`src/design/ecd_pkg.sv`:
```
// ----------------------------------------------------------------------------
// ecd_pkg
// Constants, stage payload types and a shared arithmetic helper for the
// epoch-seconds to civil-date converter.
// ----------------------------------------------------------------------------
package ecd_pkg;

  // Seconds per day is 2^7 * 675: shift by 7, then reciprocal multiply by 1/675.
  // ceil(2^35 / 675); exact for every 25-bit dividend.
  localparam int unsigned     SecsShift    = 7;
  localparam logic [25:0]     Recip675     = 26'd50903317;

  // Shift of the day count so that day 0 is 0000-03-01.
  localparam logic [19:0]     MarchShift   = 20'd719468;

  // Shifted day counts of a 32-bit input lie in eras 4 and 5 only.
  localparam logic [19:0]     Era4Start    = 20'd584388;
  localparam logic [19:0]     Era5Start    = 20'd730485;
  localparam logic [11:0]     Era4Year     = 12'd1600;
  localparam logic [11:0]     Era5Year     = 12'd2000;

  // Century and quad-century boundaries inside an era.
  localparam logic [17:0]     Doe1Cent     = 18'd36524;
  localparam logic [17:0]     Doe2Cent     = 18'd73048;
  localparam logic [17:0]     Doe3Cent     = 18'd109572;
  localparam logic [17:0]     DoeLastDay   = 18'd146096;

  // ceil(2^26 / 365); exact for dividends below 2^18.
  localparam logic [17:0]     Recip365     = 18'd183860;
  // ceil(2^19 / 153); exact for dividends up to 1827.
  localparam logic [11:0]     Recip153     = 12'd3427;
  // ceil(2^13 / 5); exact for dividends up to 1685.
  localparam logic [10:0]     Recip5       = 11'd1639;

  localparam logic [8:0]      DaysPerYear  = 9'd365;
  localparam logic [7:0]      DaysPer5Mon  = 8'd153;

  // Stage 1 result: whole days since the epoch.
  typedef struct packed {
    logic [15:0] day_number;
    logic        no_clock;
  } ecd_day_t;

  // Era stage result: day of era and year of era.
  typedef struct packed {
    logic [15:0] day_number;
    logic        no_clock;
    logic        era_hi;     // 1: era 5, 0: era 4
    logic [17:0] doe;
    logic [8:0]  yoe;
  } ecd_yoe_t;

  // Final transaction payload.
  typedef struct packed {
    logic [11:0] year;
    logic [3:0]  month;
    logic [4:0]  day;
    logic [15:0] day_number;
    logic        no_clock;
  } ecd_result_t;

  // Exact x / 365 for any 18-bit x (quotient at most 718).
  function automatic logic [9:0] div365(input logic [17:0] x);
    logic [35:0] prod;
    prod = 36'(x) * 36'(Recip365);
    return prod[35:26];
  endfunction

endpackage

```
`src/design/ecd_if.sv`:
```
// ----------------------------------------------------------------------------
// ecd_if
// Valid/ready channels of the converter: timestamp in, calendar date out.
// ----------------------------------------------------------------------------
interface ecd_in_if;
  logic        valid;
  logic        ready;
  logic [31:0] epoch_seconds;

  modport source (output valid, output epoch_seconds, input ready);
  modport sink   (input valid, input epoch_seconds, output ready);
endinterface

interface ecd_out_if;
  logic        valid;
  logic        ready;
  logic [11:0] year;
  logic [3:0]  month;
  logic [4:0]  day;
  logic [15:0] day_number;
  logic        no_clock;

  modport source (output valid, output year, output month, output day,
                  output day_number, output no_clock, input ready);
  modport sink   (input valid, input year, input month, input day,
                  input day_number, input no_clock, output ready);
endinterface

```
`src/design/ecd_days.sv`:
```
// ----------------------------------------------------------------------------
// ecd_days
// Pipeline stage 1: seconds to whole days by shift and reciprocal multiply,
// plus the unset-clock flag.
// ----------------------------------------------------------------------------
module ecd_days (
  input  logic             clk,
  input  logic             rst_n,
  input  logic             in_valid,
  output logic             in_ready,
  input  logic [31:0]      in_secs,
  output logic             out_valid,
  input  logic             out_ready,
  output ecd_pkg::ecd_day_t out_data
);
  import ecd_pkg::*;

  logic        v_r;
  ecd_day_t    data_r;
  ecd_day_t    data_nxt;
  logic [50:0] prod;

  // (secs >> 7) / 675 == secs / 86400
  always_comb begin
    prod                = 51'(in_secs[31:SecsShift]) * 51'(Recip675);
    data_nxt.day_number = prod[50:35];
    data_nxt.no_clock   = (in_secs == 32'd0);
  end

  assign in_ready  = !v_r || out_ready;
  assign out_valid = v_r;
  assign out_data  = data_r;

  // Valid bit
  always_ff @(posedge clk) begin
    if (!rst_n) begin
      v_r <= 1'b0;
    end else if (in_ready) begin
      v_r <= in_valid;
    end
  end

  // Payload
  always_ff @(posedge clk) begin
    if (in_ready && in_valid) begin
      data_r <= data_nxt;
    end
  end

endmodule

```
`src/design/ecd_era.sv`:
```
// ----------------------------------------------------------------------------
// ecd_era
// Pipeline stages 2..4: era and day of era, the leap-day corrections, and
// the year of era.
// ----------------------------------------------------------------------------
module ecd_era (
  input  logic              clk,
  input  logic              rst_n,
  input  logic              in_valid,
  output logic              in_ready,
  input  ecd_pkg::ecd_day_t in_data,
  output logic              out_valid,
  input  logic              out_ready,
  output ecd_pkg::ecd_yoe_t out_data
);
  import ecd_pkg::*;

  logic        s2_v_r, s3_v_r, s4_v_r;
  logic        s2_rdy, s3_rdy, s4_rdy;

  ecd_yoe_t    s2_r, s2_nxt;
  ecd_yoe_t    s3_r;
  logic [6:0]  s3_q1460_r, s3_q1460_nxt;
  ecd_yoe_t    s4_r, s4_nxt;

  logic [19:0] z;
  logic [9:0]  q1460_full;
  logic [2:0]  q36524;
  logic        q146096;
  logic [17:0] yoe_num;
  logic [9:0]  yoe_full;

  // Ready chain: a stage moves when it is empty or its successor moves
  assign s4_rdy   = !s4_v_r || out_ready;
  assign s3_rdy   = !s3_v_r || s4_rdy;
  assign s2_rdy   = !s2_v_r || s3_rdy;
  assign in_ready = s2_rdy;

  // Stage 2: shift to March-based count, pick era, day of era
  always_comb begin
    z                 = 20'(in_data.day_number) + MarchShift;
    s2_nxt            = '0;
    s2_nxt.day_number = in_data.day_number;
    s2_nxt.no_clock   = in_data.no_clock;
    s2_nxt.era_hi     = (z >= Era5Start);
    s2_nxt.doe        = 18'(z - (s2_nxt.era_hi ? Era5Start : Era4Start));
  end

  // Stage 3: doe / 1460 as (doe >> 2) / 365
  always_comb begin
    q1460_full   = div365({2'b00, s2_r.doe[17:2]});
    s3_q1460_nxt = q1460_full[6:0];
  end

  // Stage 4: drop leap days, then year of era
  always_comb begin
    if (s3_r.doe >= DoeLastDay) begin
      q36524 = 3'd4;
    end else if (s3_r.doe >= Doe3Cent) begin
      q36524 = 3'd3;
    end else if (s3_r.doe >= Doe2Cent) begin
      q36524 = 3'd2;
    end else if (s3_r.doe >= Doe1Cent) begin
      q36524 = 3'd1;
    end else begin
      q36524 = 3'd0;
    end
    q146096  = (s3_r.doe >= DoeLastDay);
    yoe_num  = s3_r.doe - 18'(s3_q1460_r) + 18'(q36524) - 18'(q146096);
    yoe_full = div365(yoe_num);
    s4_nxt     = s3_r;
    s4_nxt.yoe = yoe_full[8:0];
  end

  assign out_valid = s4_v_r;
  assign out_data  = s4_r;

  // Valid bits
  always_ff @(posedge clk) begin
    if (!rst_n) begin
      s2_v_r <= 1'b0;
      s3_v_r <= 1'b0;
      s4_v_r <= 1'b0;
    end else begin
      if (s2_rdy) s2_v_r <= in_valid;
      if (s3_rdy) s3_v_r <= s2_v_r;
      if (s4_rdy) s4_v_r <= s3_v_r;
    end
  end

  // Payload
  always_ff @(posedge clk) begin
    if (s2_rdy && in_valid) begin
      s2_r <= s2_nxt;
    end
    if (s3_rdy && s2_v_r) begin
      s3_r       <= s2_r;
      s3_q1460_r <= s3_q1460_nxt;
    end
    if (s4_rdy && s3_v_r) begin
      s4_r <= s4_nxt;
    end
  end

endmodule

```
`src/design/ecd_month.sv`:
```
// ----------------------------------------------------------------------------
// ecd_month
// Pipeline stages 5..7: day of year, March-based month, then calendar
// month, day and year into the output register.
// ----------------------------------------------------------------------------
module ecd_month (
  input  logic                 clk,
  input  logic                 rst_n,
  input  logic                 in_valid,
  output logic                 in_ready,
  input  ecd_pkg::ecd_yoe_t    in_data,
  output logic                 out_valid,
  input  logic                 out_ready,
  output ecd_pkg::ecd_result_t out_data
);
  import ecd_pkg::*;

  logic        s5_v_r, s6_v_r, s7_v_r;
  logic        s5_rdy, s6_rdy, s7_rdy;

  ecd_yoe_t    s5_r;
  logic [8:0]  s5_doy_r, s5_doy_nxt;
  ecd_yoe_t    s6_r;
  logic [8:0]  s6_doy_r;
  logic [3:0]  s6_mp_r, s6_mp_nxt;
  ecd_result_t s7_r, s7_nxt;

  logic [1:0]  yoe_c;
  logic [17:0] yr_days;
  logic [10:0] mp_num;
  logic [22:0] mp_prod;
  logic [10:0] d_num;
  logic [21:0] d_prod;
  logic [8:0]  d_off;
  logic [3:0]  mon;

  assign s7_rdy   = !s7_v_r || out_ready;
  assign s6_rdy   = !s6_v_r || s7_rdy;
  assign s5_rdy   = !s5_v_r || s6_rdy;
  assign in_ready = s5_rdy;

  // Stage 5: day of year = doe - (365*yoe + yoe/4 - yoe/100)
  always_comb begin
    if (in_data.yoe >= 9'd300) begin
      yoe_c = 2'd3;
    end else if (in_data.yoe >= 9'd200) begin
      yoe_c = 2'd2;
    end else if (in_data.yoe >= 9'd100) begin
      yoe_c = 2'd1;
    end else begin
      yoe_c = 2'd0;
    end
    yr_days    = 18'(in_data.yoe) * 18'(DaysPerYear) + 18'(in_data.yoe[8:2]) - 18'(yoe_c);
    s5_doy_nxt = 9'(in_data.doe - yr_days);
  end

  // Stage 6: March-based month = (5*doy + 2) / 153
  always_comb begin
    mp_num    = 11'(s5_doy_r) * 11'd5 + 11'd2;
    mp_prod   = 23'(mp_num) * 23'(Recip153);
    s6_mp_nxt = mp_prod[22:19];
  end

  // Stage 7: day, calendar month, year
  always_comb begin
    d_num  = 11'(s6_mp_r) * 11'(DaysPer5Mon) + 11'd2;
    d_prod = 22'(d_num) * 22'(Recip5);
    d_off  = d_prod[21:13];
    mon    = (s6_mp_r < 4'd10) ? (s6_mp_r + 4'd3) : (s6_mp_r - 4'd9);
    s7_nxt.day        = 5'(s6_doy_r - d_off + 9'd1);
    s7_nxt.month      = mon;
    s7_nxt.year       = 12'(s6_r.yoe) + (s6_r.era_hi ? Era5Year : Era4Year)
                        + 12'(mon <= 4'd2);
    s7_nxt.day_number = s6_r.day_number;
    s7_nxt.no_clock   = s6_r.no_clock;
  end

  assign out_valid = s7_v_r;
  assign out_data  = s7_r;

  // Valid bits
  always_ff @(posedge clk) begin
    if (!rst_n) begin
      s5_v_r <= 1'b0;
      s6_v_r <= 1'b0;
      s7_v_r <= 1'b0;
    end else begin
      if (s5_rdy) s5_v_r <= in_valid;
      if (s6_rdy) s6_v_r <= s5_v_r;
      if (s7_rdy) s7_v_r <= s6_v_r;
    end
  end

  // Payload
  always_ff @(posedge clk) begin
    if (s5_rdy && in_valid) begin
      s5_r     <= in_data;
      s5_doy_r <= s5_doy_nxt;
    end
    if (s6_rdy && s5_v_r) begin
      s6_r     <= s5_r;
      s6_doy_r <= s5_doy_r;
      s6_mp_r  <= s6_mp_nxt;
    end
    if (s7_rdy && s6_v_r) begin
      s7_r <= s7_nxt;
    end
  end

endmodule

```
`src/design/epoch_seconds_to_civil_date_unit.sv`:
```
// ----------------------------------------------------------------------------
// epoch_seconds_to_civil_date_unit
// Converts 32-bit Unix seconds to Gregorian year, month, day and day count.
// ----------------------------------------------------------------------------
// Fully pipelined: one transaction per clock in and out while the output is
// not stalled. An accepted input is registered in stage 1 and then passes
// through stages 2 to 7; the stage 7 register drives the output. Each of the
// seven stages holds constant reciprocal multiplies, compare/subtract steps
// or both (seconds to days, era select, two divide-by-365 steps, day of year,
// March month, final date). Back-pressure on the output stalls the pipeline
// stage by stage; empty stages keep filling, so in_chan.ready stays high while
// any bubble remains. no_clock flags a zero input; the date fields then read
// 1970-01-01 with day_number 0.
module epoch_seconds_to_civil_date_unit (
  input  logic      clk,
  input  logic      rst_n,
  ecd_in_if.sink    in_chan,
  ecd_out_if.source out_chan
);
  import ecd_pkg::*;

  logic        days_valid, days_ready;
  ecd_day_t    days_data;
  logic        era_valid, era_ready;
  ecd_yoe_t    era_data;
  ecd_result_t res_data;

  // Seconds to days
  ecd_days u_days (
    .clk       (clk),
    .rst_n     (rst_n),
    .in_valid  (in_chan.valid),
    .in_ready  (in_chan.ready),
    .in_secs   (in_chan.epoch_seconds),
    .out_valid (days_valid),
    .out_ready (days_ready),
    .out_data  (days_data)
  );

  // Days to era and year of era
  ecd_era u_era (
    .clk       (clk),
    .rst_n     (rst_n),
    .in_valid  (days_valid),
    .in_ready  (days_ready),
    .in_data   (days_data),
    .out_valid (era_valid),
    .out_ready (era_ready),
    .out_data  (era_data)
  );

  // Year of era to calendar date
  ecd_month u_month (
    .clk       (clk),
    .rst_n     (rst_n),
    .in_valid  (era_valid),
    .in_ready  (era_ready),
    .in_data   (era_data),
    .out_valid (out_chan.valid),
    .out_ready (out_chan.ready),
    .out_data  (res_data)
  );

  assign out_chan.year       = res_data.year;
  assign out_chan.month      = res_data.month;
  assign out_chan.day        = res_data.day;
  assign out_chan.day_number = res_data.day_number;
  assign out_chan.no_clock   = res_data.no_clock;

endmodule

```
`src/flat_wrapper.sv`:
```
// flat-port wrapper written by rule: the top's interface ports become plain ports
module epoch_seconds_to_civil_date_unit_flat import ecd_pkg::*;
  (clk, rst_n, in_chan_valid, in_chan_epoch_seconds, in_chan_ready, out_chan_valid, out_chan_year, out_chan_month, out_chan_day, out_chan_day_number, out_chan_no_clock, out_chan_ready);
  ecd_in_if in_chan_i ();
  ecd_out_if out_chan_i ();
  input  logic clk;
  input  logic rst_n;
  input wire logic [$bits(in_chan_i.valid)-1:0] in_chan_valid;
  input wire logic [$bits(in_chan_i.epoch_seconds)-1:0] in_chan_epoch_seconds;
  output wire logic [$bits(in_chan_i.ready)-1:0] in_chan_ready;
  output wire logic [$bits(out_chan_i.valid)-1:0] out_chan_valid;
  output wire logic [$bits(out_chan_i.year)-1:0] out_chan_year;
  output wire logic [$bits(out_chan_i.month)-1:0] out_chan_month;
  output wire logic [$bits(out_chan_i.day)-1:0] out_chan_day;
  output wire logic [$bits(out_chan_i.day_number)-1:0] out_chan_day_number;
  output wire logic [$bits(out_chan_i.no_clock)-1:0] out_chan_no_clock;
  input wire logic [$bits(out_chan_i.ready)-1:0] out_chan_ready;
  assign in_chan_i.valid = in_chan_valid;
  assign in_chan_i.epoch_seconds = in_chan_epoch_seconds;
  assign in_chan_ready = in_chan_i.ready;
  assign out_chan_valid = out_chan_i.valid;
  assign out_chan_year = out_chan_i.year;
  assign out_chan_month = out_chan_i.month;
  assign out_chan_day = out_chan_i.day;
  assign out_chan_day_number = out_chan_i.day_number;
  assign out_chan_no_clock = out_chan_i.no_clock;
  assign out_chan_i.ready = out_chan_ready;
  epoch_seconds_to_civil_date_unit u_core (.clk(clk), .rst_n(rst_n), .in_chan(in_chan_i), .out_chan(out_chan_i));
endmodule
```
`config.mk`:
```
export PLATFORM = sky130hd
export DESIGN_NAME = epoch_seconds_to_civil_date_unit_flat
export DESIGN_NICKNAME = d
export VERILOG_FILES = /design/src/design/ecd_pkg.sv /design/src/design/ecd_if.sv /design/src/design/ecd_days.sv /design/src/design/ecd_era.sv /design/src/design/ecd_month.sv /design/src/design/epoch_seconds_to_civil_date_unit.sv /design/src/flat_wrapper.sv
export SDC_FILE = /design/constraint.sdc
export NUM_CORES = 2
export LEC_CHECK = 0
export ABC_CLOCK_PERIOD_IN_PS = 28200
export BUFFER_PORTS_ARGS = -buffer_cell sky130_fd_sc_hd__buf_2
export CAP_MARGIN = 20
export CORE_MARGIN = 4
export CORE_UTILIZATION = 38
export DETAILED_ROUTE_END_ITERATION = 8
export GPL_TIMING_DRIVEN = 1
export PLACE_DENSITY = 0.49
export SKIP_LAST_GASP = 1
export SYNTH_ARGS = -nofsm -noshare
export SYNTH_HDL_FRONTEND = slang
export SYNTH_SLANG_ARGS = --single-unit
export TNS_END_PERCENT = 10
```
`constraint.sdc`:
```
create_clock -name clk -period 28.2 [get_ports clk]
set_input_delay 1.41 -clock clk [delete_from_list [all_inputs] [get_ports clk]]
set_output_delay 1.41 -clock clk [all_outputs]
set_load 0.02 [all_outputs]
```
# Yosys cells after proc, flatten, opt, wreduce, memory -nomap -nowiden

Index checks and enable logic that the tools add are counted.

$add $sub $neg: 16
Multipliers: 8
$lt $le $gt $ge: 10
Mux-type cells: 10
Reduce and logical (&&, ||, !) cells: 22

Operator list:

| kind                     | number |
|---|---|
| $mul A25 B26 Y51 const B | 1 |
| $ge A18 B17 Y1 const B   | 2 |
| $mul A18 B16 Y33 const B | 1 |
| $logic_not A32 Y1        | 1 |
| $mul A16 B16 Y31 const B | 1 |
| $mul A11 B12 Y23 const B | 1 |
| $add A11 B2 Y11 const B  | 2 |
| $add A16 B20 Y20 const B | 1 |
| $ge A20 B20 Y1 const B   | 1 |
| $add A18 B3 Y18          | 1 |
| $ge A18 B16 Y1 const B   | 1 |
| $ge A18 B18 Y1 const B   | 1 |
| $mul A11 B11 Y18 const B | 1 |
| $mux W18                 | 1 |
| $sub A18 B1 Y18          | 1 |
| $sub A18 B18 Y18         | 1 |
| $sub A18 B7 Y18          | 1 |
| $add A12 B1 Y12          | 1 |
| $add A9 B11 Y12          | 1 |
| $mul A4 B8 Y11 const B   | 1 |
| $mul A9 B3 Y11 const B   | 1 |
| $add A9 B7 Y9            | 1 |
| $ge A9 B7 Y1 const B     | 1 |
| $ge A9 B8 Y1 const B     | 1 |
| other kinds (18)         | 40 |

Bits in registers: 249
Output and inout port bits: 40
Logic and storage cells: 105

# Logic depth before layout (Yosys ltp)

Depth after elaboration: 9
Gate-level depth with buffers: 46

# By module

Synthesis repeated with hierarchy kept, for this count alone.

Cells, all modules: 3382
Area total of the unflattened synthesis: 36809.1 µm²

By module, submodules not included:

| module    | times used | cells each | area an instance (µm²) |
|---|---|---|---|
| ecd_era   | 1          | 1385       | 15673.8 |
| ecd_days  | 1          | 1158       | 11041.8 |
| ecd_month | 1          | 839        | 10093.4 |

# Worst setup path after synthesis

OpenSTA, ideal clock, no wires.

Path kind: flip-flop to flip-flop
From: reg u_core.u_era.s3_r[17] in the netlist's numbering
To: reg u_core.u_era.s4_r (netlist bit u_core.u_era.out_data[7]) (data pin)
Library setup time: 258 ps
Arrival: 9327 ps
Required time: 27942 ps
Slack: 18616 ps
Cell stages (with the launch flop): 42
Path buffers: 0
Period minus slack after synthesis: 9584 ps
Cell sequence: edfxtp_1 inv_1 ha_1 nand2_1 o21bai_1 a21oi_1 o21ai_0 a211oi_1 inv_1 fa_1 fa_1 inv_1 ha_1 inv_1 fa_1 inv_1 a21oi_1 o21bai_1 [... 6 more ...] fa_1 ha_1 fa_1 fa_1 inv_1 fa_1 fa_1 inv_1 ha_1 o22ai_1 nor2_1 nor3_1 a31oi_2 o41ai_4 o21ai_1 or2_1 a21oi_2 xnor2_1

RTL lines:

| element                | RTL line       | source |
|---|---|---|
| from (decl)            | ecd_era.sv:22  | `ecd_yoe_t s3_r;` |
| from (signal assigned) | ecd_era.sv:97  | `s3_r <= s2_r;` |
| to (signal assigned)   | ecd_era.sv:101 | `s4_r <= s4_nxt;` |
| to (decl)              | ecd_era.sv:24  | `ecd_yoe_t s4_r, s4_nxt;` |

==> flow_metrics.tcl <==
set metrics [dict create \
    run_status "finished, final reports clean" \
    fp.dieW_um 311 \
    die-area_sq_um 96500 \
    report.final.hold_viol_count 0 \
    synthCells 3041 \
    mostFrequentLayoutCell "ha_1" \
    clk_pin_slew_ns 0.06 \
    arrival_ns 10.68 \
    wl_per_cell_um 16.8 \
    totalNegativeSetupSlack_ns 0 \
    grt_pass1_vias 23100 \
    path_class "reg -> reg" \
    viasPerCell 4.76 \
    syn_to_final_growth_pct 8.44 \
    max_freq_ghz 0.0962 \
    number_of_enable_flip_flop_cells_after_synthesis 242 \
    htree_levels 1 \
    finalCritPeriodShare 0.369 \
    globalRoute.totalOverflow 0 \
    synth_top_area_cell "ha_1" \
    i_o_pins 76 \
    post_synth_top_area_share 0.304 \
    firstDrtPassIters 5 \
    route.detailed.drc 0 \
    clock_root_buffer "clkbuf_16" \
    clock_latency_ns 0.53 \
    syn_nets 4386 \
    worst_ep_required_time_ns 28.48 \
    cts_inserted_buffers 26 \
    vias 20700 \
    startpoint_type "flip-flop" \
    crit_top_cell "fa_1" \
    cts_setup_buffers 0 \
    cts.path.max_buffers 3 \
    crit_slowest_cell "xnor2_1" \
    rsz0062_at_grt "no" \
    floorplan.core_area_sq_um 90400 \
    max_slew.worst_pin.slew_ns 1.03 \
    floorplan.initialDensity 0.385 \
    yosys-top-cells-area "ha_1 (30%), fa_1 (27%), edfxtp_1 (21%)" \
    core.rowCount 110 \
    timing.slew.headroom 0.308 \
    fraction_of_layout_cells_with_a_size_suffix_above_1 0.0550 \
    dominantRegCellSynth "edfxtp_1" \
    cpPeakStageDelay_ns 0.57 \
    drt-initial-drc-count 607 \
    end_kind "flip-flop" \
    finalSetupViolations 0 \
    nNetsFinal 4505 \
    cts_tree "yes" \
    dp_hpwl_um 63200 \
    die_h_um 311 \
    grt_util_all_layers 0.156 \
    grt_antenna_before_repair 0 \
    fin_skew_ns 0.00791 \
    num_antenna_cells 0 \
    io_buffer_count 75 \
    final-max-slew-violation-count 0 \
    cts.repair.resized 0 \
    maximum_number_of_pins_on_one_net_before_global_route_repair 44 \
    timing.critical_path.fanout_max 5 \
    synthesized_cell_area_sq_um 34800 \
    yosys_register_bits 249 \
    final_period_demand_of_the_worst_path_ns 10.40 \
    synth_cell_types 69 \
    grt_first_pass_wirelength_um 122000 \
    hold_path_class "reg -> reg" \
    layout.cells.most_common_list "ha_1 (847), inv_1 (778), fa_1 (462), edfxtp_1 (242), xnor2_1 (106)" \
    clk_sinks 249 \
    synth_seq_area_share 0.213 \
    ys_warn_count 0 \
    routabilityCongestion 0.868 \
    max_cap_violations 0 \
    drtAntennaViolNets 0 \
    syn-mean-instance-area_sq_um 11.4 \
    route.final.wire_length_um 73000 \
    hold_buffers 0 \
    synth-async-reset-ratio 0 \
]
worst max-delay path: cells and delay by family, from the launching register on:
family / cells / cell delay [ns]
adders and majority gates: 12 / 4.96
buffers and inverters: 7 / 0.58
AOI/OAI and AO/OA: 15 / 2.72
DFF: 1 / 0.42
xor gates and xnor gates: 2 / 0.64
and+or+nand+nor: 5 / 0.79
synthesized netlist by cell type (5+ instances only):
library cell,n
o21a_1,14
xnor2_1,106
a21o_1,40
o21bai_1,19
nor3_1,26
and2_1,6
or3_1,8
nand4_1,18
o21ai_0,35
a211oi_1,7
o211ai_1,5
and3_1,9
a21oi_1,86
xor2_1,48
nor4_1,9
edfxtp_1,242
ha_1,847
nand2b_1,11
o21ai_1,17
or2_2,6
nor2_1,59
a21boi_0,5
a311oi_1,5
nand3_1,22
nand2_1,52
fa_1,462
a31oi_1,9
inv_1,778
nor2b_1,16
dfxtp_1,7
flip-flops by register name, summed over array words and instances, names as in the netlist, 4 cells and up:
name                     cells
u_core.u_month.s5_r         27
u_core.u_month.s6_doy_r      5
u_core.u_era.s2_r           36
u_core.u_era.out_data       36
u_core.u_era.s3_r           36
u_core.u_era.s3_q1460_r      7
u_core.u_month.s6_mp_r       4
u_core.u_days.out_data      17
u_core.u_month.s5_doy_r      9
u_core.u_month.s6_r         27
u_core.u_month.out_data     38
logic make-up after synthesis:
kind of cell | share of synthesized area
adder cells (fa/ha/maj) | 0.570
buffers and inverters | 0.0846
AO/OA/AOI/OAI | 0.0574
AND/OR/NAND/NOR | 0.0359
flip-flops | 0.213
XOR/XNOR | 0.0392
worst paths after layout:
| kind | from | endpoint | slack [ns] | cells after the start |
|---|---|---|---|---|
| hold reg to reg | u_core.u_era.s3_r[39] | u_core.u_era.out_data[39] | 0.42 | 0 |
| setup reg to reg | u_core.u_era.s3_r[17] | u_core.u_era.out_data[7] | 17.80 | 41 |
| hold / removal | u_core.u_era.s3_r[39] | u_core.u_era.out_data[39] | 0.42 | 0 |
| setup / recovery | u_core.u_era.s3_r[17] | u_core.u_era.out_data[7] | 17.80 | 41 |
through the flow:
| step | cell area, sq um | util | setup slack, ns | hold WS [ns] | instances |
|---|---|---|---|---|---|
| detailed placement | 36800 | 0.407 | 17.78 | 0.405 | 4304 |
| CTS | 37700 | 0.417 | 17.75 | 0.419 | 4352 |
| finish | 37800 | 0.417 | 17.80 | 0.417 | 4356 |
| global placement | 36800 | 0.407 | 17.46 | 0.401 | 4301 |
| global route | 37800 | 0.417 | 17.11 | 0.425 | 4356 |
| floorplan | 34800 | - | 18.62 | 0.400 | 3041 |
layout make-up:
| type | count | area (sq um) |
|---|---|---|
| Sequential cell | 249 | 7410 |
| Clock buffer | 32 | 694 |
| Clock inverter | 16 | 184 |
| Tap cell | 1176 | 1470 |
| Fill cell | 8583 | 52700 |
| Inverter | 781 | 2930 |
| Timing Repair Buffer | 94 | 543 |
| Multi-Input combinational cell | 2008 | 24500 |
layer usage:
layer,up-vias,GRT usage,share of wire
li1,10200,-,-
met1,10300,0.205,0.46
met2,200,0.280,0.50
met3,84,0.0129,0.021
met4,0,0.0333,0.023
met5,-,0,0
Power is not shown: default switching activity piles up to over one toggle a cycle in this logic, so the estimate is an artifact.
